<file path="src/sv/tpr_pkg.sv">
// Shared types and constants for the triangle pair request and check unit.
// No dependencies; used by tpr_ctrl, tpr_datapath and the top level.
package tpr_pkg;

  localparam int MAX_NEIGHBORS = 1024;
  localparam int ADDR_W        = $clog2(MAX_NEIGHBORS);
  localparam int CNT_W         = ADDR_W + 1;   // holds 0..MAX_NEIGHBORS
  localparam int CJ_W          = CNT_W + 1;    // holds up to MAX_NEIGHBORS + 2
  localparam int QUOTA_W       = 8;
  localparam int DEGREE_W      = 20;
  localparam int PAIRS_W       = 28;
  localparam int ID_W          = 31;
  localparam int KEY_W         = 20;
  localparam int HITS_W        = 32;
  localparam int CFG_IDX_W     = 1;

  localparam logic [QUOTA_W-1:0]   QUOTA_RESET = QUOTA_W'(10);
  localparam logic [CFG_IDX_W-1:0] CFG_QUOTA   = 1'b0;
  localparam logic [CFG_IDX_W-1:0] CFG_DEGREE  = 1'b1;

  typedef enum logic [1:0] {
    ACT_LOAD  = 2'd0,
    ACT_BEGIN = 2'd1,
    ACT_FETCH = 2'd2,
    ACT_CHECK = 2'd3
  } action_t;

  typedef struct packed {
    action_t            action;
    logic [ID_W-1:0]    edge_id;
    logic [KEY_W-1:0]   edge_key;
  } in_item_t;

  typedef struct packed {
    logic [PAIRS_W-1:0] pair_count;
    logic               halted;
    logic [ID_W-1:0]    dest_id;
    logic [ID_W-1:0]    pair_edge_id;
    logic [KEY_W-1:0]   pair_edge_key;
    logic               last_pair;
    logic               found;
    logic [HITS_W-1:0]  triangle_count;
    logic               table_full;
  } out_item_t;

  typedef enum logic [3:0] {
    OP_NONE,
    OP_LATCH,
    OP_LOAD,
    OP_RND_INIT,
    OP_RND_STEP,
    OP_RND_FIN,
    OP_RD_I,
    OP_RD_J,
    OP_FETCH_FIN,
    OP_CHK_INIT,
    OP_CHK_RD,
    OP_CHK_CMP,
    OP_CHK_FRD,
    OP_CHK_FIN
  } dp_op_t;

  typedef struct packed {
    dp_op_t op;
  } dp_cmd_t;

  typedef struct packed {
    action_t action;
    logic    rnd_done;
    logic    chk_open;
    logic    pairs_zero;
  } dp_status_t;

  typedef enum logic [3:0] {
    ST_IDLE,
    ST_DISPATCH,
    ST_LOAD,
    ST_RND_STEP,
    ST_RND_FIN,
    ST_RD_I,
    ST_RD_J,
    ST_FETCH_FIN,
    ST_CHK_LOOP,
    ST_CHK_CMP,
    ST_CHK_FRD,
    ST_CHK_FIN
  } state_t;

endpackage

</file>
<file path="src/sv/tpr_ctrl.sv">
// Sequencer for the triangle pair unit: accepts items, steps the datapath,
// owns the output valid flag. Depends on tpr_pkg.
module tpr_ctrl (
  input  logic                clk,
  input  logic                rst,
  input  logic                in_valid,
  output logic                in_ready,
  output logic                out_valid,
  input  logic                out_ready,
  input  tpr_pkg::dp_status_t status,
  output tpr_pkg::dp_cmd_t    cmd
);

  tpr_pkg::state_t state, state_next;
  logic            out_free;
  logic            finish;

  assign out_free = !out_valid || out_ready;

  always_ff @(posedge clk) begin
    if (rst) begin
      state     <= tpr_pkg::ST_IDLE;
      out_valid <= 1'b0;
    end else begin
      state <= state_next;
      if (finish) begin
        out_valid <= 1'b1;
      end else if (out_ready) begin
        out_valid <= 1'b0;
      end
    end
  end

  always_comb begin
    state_next = state;
    cmd.op     = tpr_pkg::OP_NONE;
    in_ready   = 1'b0;
    finish     = 1'b0;
    unique case (state)
      tpr_pkg::ST_IDLE: begin
        in_ready = 1'b1;
        if (in_valid) begin
          cmd.op     = tpr_pkg::OP_LATCH;
          state_next = tpr_pkg::ST_DISPATCH;
        end
      end
      tpr_pkg::ST_DISPATCH: begin
        unique case (status.action)
          tpr_pkg::ACT_LOAD:  state_next = tpr_pkg::ST_LOAD;
          tpr_pkg::ACT_BEGIN: begin
            cmd.op     = tpr_pkg::OP_RND_INIT;
            state_next = tpr_pkg::ST_RND_STEP;
          end
          tpr_pkg::ACT_FETCH: begin
            state_next = status.pairs_zero ? tpr_pkg::ST_FETCH_FIN : tpr_pkg::ST_RD_I;
          end
          tpr_pkg::ACT_CHECK: begin
            cmd.op     = tpr_pkg::OP_CHK_INIT;
            state_next = tpr_pkg::ST_CHK_LOOP;
          end
          default: state_next = tpr_pkg::ST_IDLE;
        endcase
      end
      tpr_pkg::ST_LOAD: begin
        if (out_free) begin
          cmd.op     = tpr_pkg::OP_LOAD;
          finish     = 1'b1;
          state_next = tpr_pkg::ST_IDLE;
        end
      end
      tpr_pkg::ST_RND_STEP: begin
        if (status.rnd_done) begin
          state_next = tpr_pkg::ST_RND_FIN;
        end else begin
          cmd.op = tpr_pkg::OP_RND_STEP;
        end
      end
      tpr_pkg::ST_RND_FIN: begin
        if (out_free) begin
          cmd.op     = tpr_pkg::OP_RND_FIN;
          finish     = 1'b1;
          state_next = tpr_pkg::ST_IDLE;
        end
      end
      tpr_pkg::ST_RD_I: begin
        cmd.op     = tpr_pkg::OP_RD_I;
        state_next = tpr_pkg::ST_RD_J;
      end
      tpr_pkg::ST_RD_J: begin
        cmd.op     = tpr_pkg::OP_RD_J;
        state_next = tpr_pkg::ST_FETCH_FIN;
      end
      tpr_pkg::ST_FETCH_FIN: begin
        if (out_free) begin
          cmd.op     = tpr_pkg::OP_FETCH_FIN;
          finish     = 1'b1;
          state_next = tpr_pkg::ST_IDLE;
        end
      end
      tpr_pkg::ST_CHK_LOOP: begin
        if (status.chk_open) begin
          cmd.op     = tpr_pkg::OP_CHK_RD;
          state_next = tpr_pkg::ST_CHK_CMP;
        end else begin
          state_next = tpr_pkg::ST_CHK_FRD;
        end
      end
      tpr_pkg::ST_CHK_CMP: begin
        cmd.op     = tpr_pkg::OP_CHK_CMP;
        state_next = tpr_pkg::ST_CHK_LOOP;
      end
      tpr_pkg::ST_CHK_FRD: begin
        cmd.op     = tpr_pkg::OP_CHK_FRD;
        state_next = tpr_pkg::ST_CHK_FIN;
      end
      tpr_pkg::ST_CHK_FIN: begin
        if (out_free) begin
          cmd.op     = tpr_pkg::OP_CHK_FIN;
          finish     = 1'b1;
          state_next = tpr_pkg::ST_IDLE;
        end
      end
      default: state_next = tpr_pkg::ST_IDLE;
    endcase
  end

  a_ready_only_idle: assert property (@(posedge clk) disable iff (rst)
    in_ready |-> !finish && cmd.op != tpr_pkg::OP_RND_STEP)
    else $error("input taken while work in progress");
  a_finish_sets_valid: assert property (@(posedge clk) disable iff (rst)
    finish |=> out_valid)
    else $error("finished result not presented");
  a_no_overwrite: assert property (@(posedge clk) disable iff (rst)
    finish |-> (!out_valid || out_ready))
    else $error("result register overwritten while held");

endmodule

</file>
<file path="config.mk">
export PLATFORM = sky130hd
export DESIGN_NAME = tpr_ctrl
export DESIGN_NICKNAME = d
export VERILOG_FILES = /design/src/sv/tpr_pkg.sv /design/src/sv/tpr_ctrl.sv
export SDC_FILE = /design/constraint.sdc
export NUM_CORES = 1
export LEC_CHECK = 0
export BUFFER_PORTS_ARGS = -buffer_cell sky130_fd_sc_hd__buf_2
export CORE_MARGIN = 2
export CORE_UTILIZATION = 49
export DETAILED_ROUTE_END_ITERATION = 6
export PLACE_DENSITY = 0.73
export SLEW_MARGIN = 20
export SYNTH_ARGS = -nofsm -noshare
export SYNTH_HDL_FRONTEND = slang
export SYNTH_SLANG_ARGS = --single-unit
</file>
<file path="constraint.sdc">
create_clock -name clk -period 2.29 [get_ports clk]
set_input_delay 0.458 -clock clk [delete_from_list [all_inputs] [get_ports clk]]
set_output_delay 0.458 -clock clk [all_outputs]
set_load 0.01 [all_outputs]
</file>
==> flow_metrics.env <==
export IMPL_outcome="finished clean"
export IMPL_initial_core_util=0.5229
export IMPL_slew_limit_headroom=0.6450
export IMPL_multi_input_area_um2=493.0
export IMPL_dr_pass1_iters=4
export IMPL_yosys_register_bits=5
export IMPL_final_cell_mix="14 x buf_2, 10 x o21ai_0, 10 x nor2_1"
export IMPL_gp_congestion=0.8427
export IMPL_ir_worst_vdd_uv=440.2
export IMPL_coreArea_um2=1285
export IMPL_hp_class="in -> reg"
export IMPL_grt_overflow_total=0
export IMPL_place_hpwl_um=1114
export IMPL_netlist_top_cells_area="dfxtp_1 15%, ha_1 9.3%, o21ai_0 7.4%"
export IMPL_portBuffers=14
export IMPL_fin_crit_sh=0.9282
export IMPL_rsz0062_at_grt="false"
export IMPL_ys_flop_type="dfxtp_1"
export IMPL_synth_top_area_share=0.1490
export IMPL_p_per_area_nw_per_um2=1005
export IMPL_syn_inst=95
export IMPL_ys_warn_count=0
export IMPL_antenna_found_initial=0
export IMPL_syn_nets=109
export IMPL_ant_nets=0
export IMPL_ys_seq_area_frac=0.1490
export IMPL_yosysTopAreaCell="dfxtp_1"
export IMPL_grt_max_degree=21
export IMPL_path_clk_slew_ps=40
export IMPL_clk_path_buf_depth=2
export IMPL_final_common_cell="buf_2"
export IMPL_cts_root_buf="clkbuf_4"
export IMPL_register_area_um2=100.1
export IMPL_layout_nets=122
export IMPL_drive_above_1_share=0.2430
export IMPL_fin_area_um2=777.0
export IMPL_yosysUniqueCellTypes=37
export IMPL_finalMaxSlewViolations=0
export IMPL_hold_violations=0
export IMPL_routedWlPerCell_um=12.93
export IMPL_power_frac_clock=0.132
export IMPL_wl_um=1578
export IMPL_startpoint_type="flip-flop"
export IMPL_postSynth_asyncResetShare=0
export IMPL_worstSetupEndpointType="primary output"
export IMPL_diodes=0
export IMPL_avgViaCountPerCell=5.951
export IMPL_die_h_um=41.03
export IMPL_rows=13
export IMPL_cp_slowest_stage_delay_ps=630
export IMPL_drv_cap=0
export IMPL_drc=0
export IMPL_path_class="reg -> out"
export IMPL_grt_pass1_wl_um=2559
export IMPL_clock_latency_ps=240
export IMPL_drt_iter0_markers=14
export IMPL_p_seq_frac=0.245
export IMPL_tightest_slew_ps=531.8
export IMPL_p_leak_nw=0.3413
export IMPL_ctsHoldBuffers=0
export IMPL_post_cts_buffers=0
export IMPL_num_fill_cells=143
export IMPL_finalCriticalPeriod_ps=2126
export IMPL_die_w_um=41.03
export IMPL_post_route_util=0.6047
export IMPL_synth_edff_count=0
export IMPL_cts_tree="built"
export IMPL_synthesis_area_um2=671.9
export IMPL_cp_max_fo=14
export IMPL_cts_num_sinks=5
export IMPL_hold_slack_ps=471.6
export IMPL_htree_levels=1
export IMPL_setup_viol=0
export IMPL_cts_resized=0
export IMPL_grt_pass1_vias=598
export IMPL_die_area_um2=1683
export IMPL_p_sw_uw=367.9
export IMPL_vias=726
export IMPL_layout_area_overhead_vs_synth_pct=15.64
export IMPL_cp_top_family="flip-flops"
export IMPL_fmax_ghz=0.4705
export IMPL_cp_cell_sequence="inv_1 > a311oi_1 > a41oi_1 > o21ai_0 > buf_2"
export IMPL_p_sw_frac=0.4709
export IMPL_p_int_uw=413.3
export IMPL_cp_slowest_cell="dfxtp_1"
export IMPL_grt_use_total=0.2237
export IMPL_syn_area_per_cell_um2=7.073
export IMPL_path_buf_inv=2
export IMPL_combPwrFrac=0.624
export IMPL_ios=15
export IMPL_finalSetupTns_ps=0
export IMPL_clock_skew_ps=6.178
export IMPL_finalPower_uw=781.2
export IMPL_cp_data_arrival_time_ps=1670
export IMPL_placed_area_um2=750.7
export IMPL_cp_required_ps=1830
export IMPL_cts_buffers=3
==> area by class of cell <==
type	instances	share of cell area
clock buffers	4	0.03382
multi-input cells	73	0.6345
flip-flops and latches	5	0.1288
inverters	7	0.03382
repair buffers	18	0.1449
well taps	15	0.02415
==> sequential cells by signal, indices dropped and copies added, names as in the netlist <==
| name | count |
|---|---|
| out_valid | 1 |
| state | 4 |
==> power groups by stage <==
stage                     sequential (mW)  clock, mW  combinational (mW)
after floorplan                     0.123          0               0.418
after global placement              0.189          0               0.481
after detailed placement            0.190          0               0.485
after CTS                           0.189      0.108               0.487
after global routing                0.197      0.117               0.547
final                               0.191      0.103               0.487
==> cells in the mapped netlist (2+ instances only) <==
library cell / instances
a21oi_1: 8
a31oi_1: 4
and3_1: 2
buf_1: 2
buf_2: 3
clkbuf_1: 3
dfxtp_1: 5
ha_1: 5
inv_1: 7
mux2i_1: 2
nand2_1: 3
nand2b_1: 3
nand3_1: 2
nor2_1: 10
nor3_1: 3
o211ai_1: 2
o21ai_0: 10
or3_1: 2
==> kinds of logic after synthesis <==
kind of cell / after synthesis / share of synthesized area
AO/OA/AOI/OAI: 34 / 0.3464
AND/OR/NAND/NOR: 30 / 0.2291
buffers and inverters: 17 / 0.1173
adder cells (fa/ha/maj): 5 / 0.09311
flip-flops: 5 / 0.1490
multiplexers: 3 / 0.05214
XOR/XNOR: 1 / 0.01304
==> worst reg2reg max path, delay by kind of cell, from the launching register on <==
family / cells / cell delay (ps)
AOI/OAI and AO/OA: 1 / 80
and+or+nand+nor: 3 / 720
muxes: 1 / 300
DFF: 1 / 650
==> final timing paths <==
| path | start | endpoint | slack [ps] | depth (start not counted) |
|---|---|---|---|---|
| worst max-delay path | state[3] | cmd[0] | 160 | 5 |
| worst min-delay path | rst | out_valid | 470 | 2 |
| worst max register to register | state[0] | state[0] | 440 | 5 |
| worst min register to register | state[1] | state[1] | 650 | 2 |
==> routing by layer <==
metal	part of all wire	GRT usage
met1	0.46	0.2903
met2	0.50	0.3945
met3	0.044	0.04891
met4	0	0
met5	0	0
==> metrics by stage <==
stage,setup WS [ps],std cells
finish,164.5,122
global route,6.624,122
CTS,166.4,122
detailed placement,315.3,118
global placement,325.2,118
floorplan,431.7,95
(Power assumes the default switching activity.)
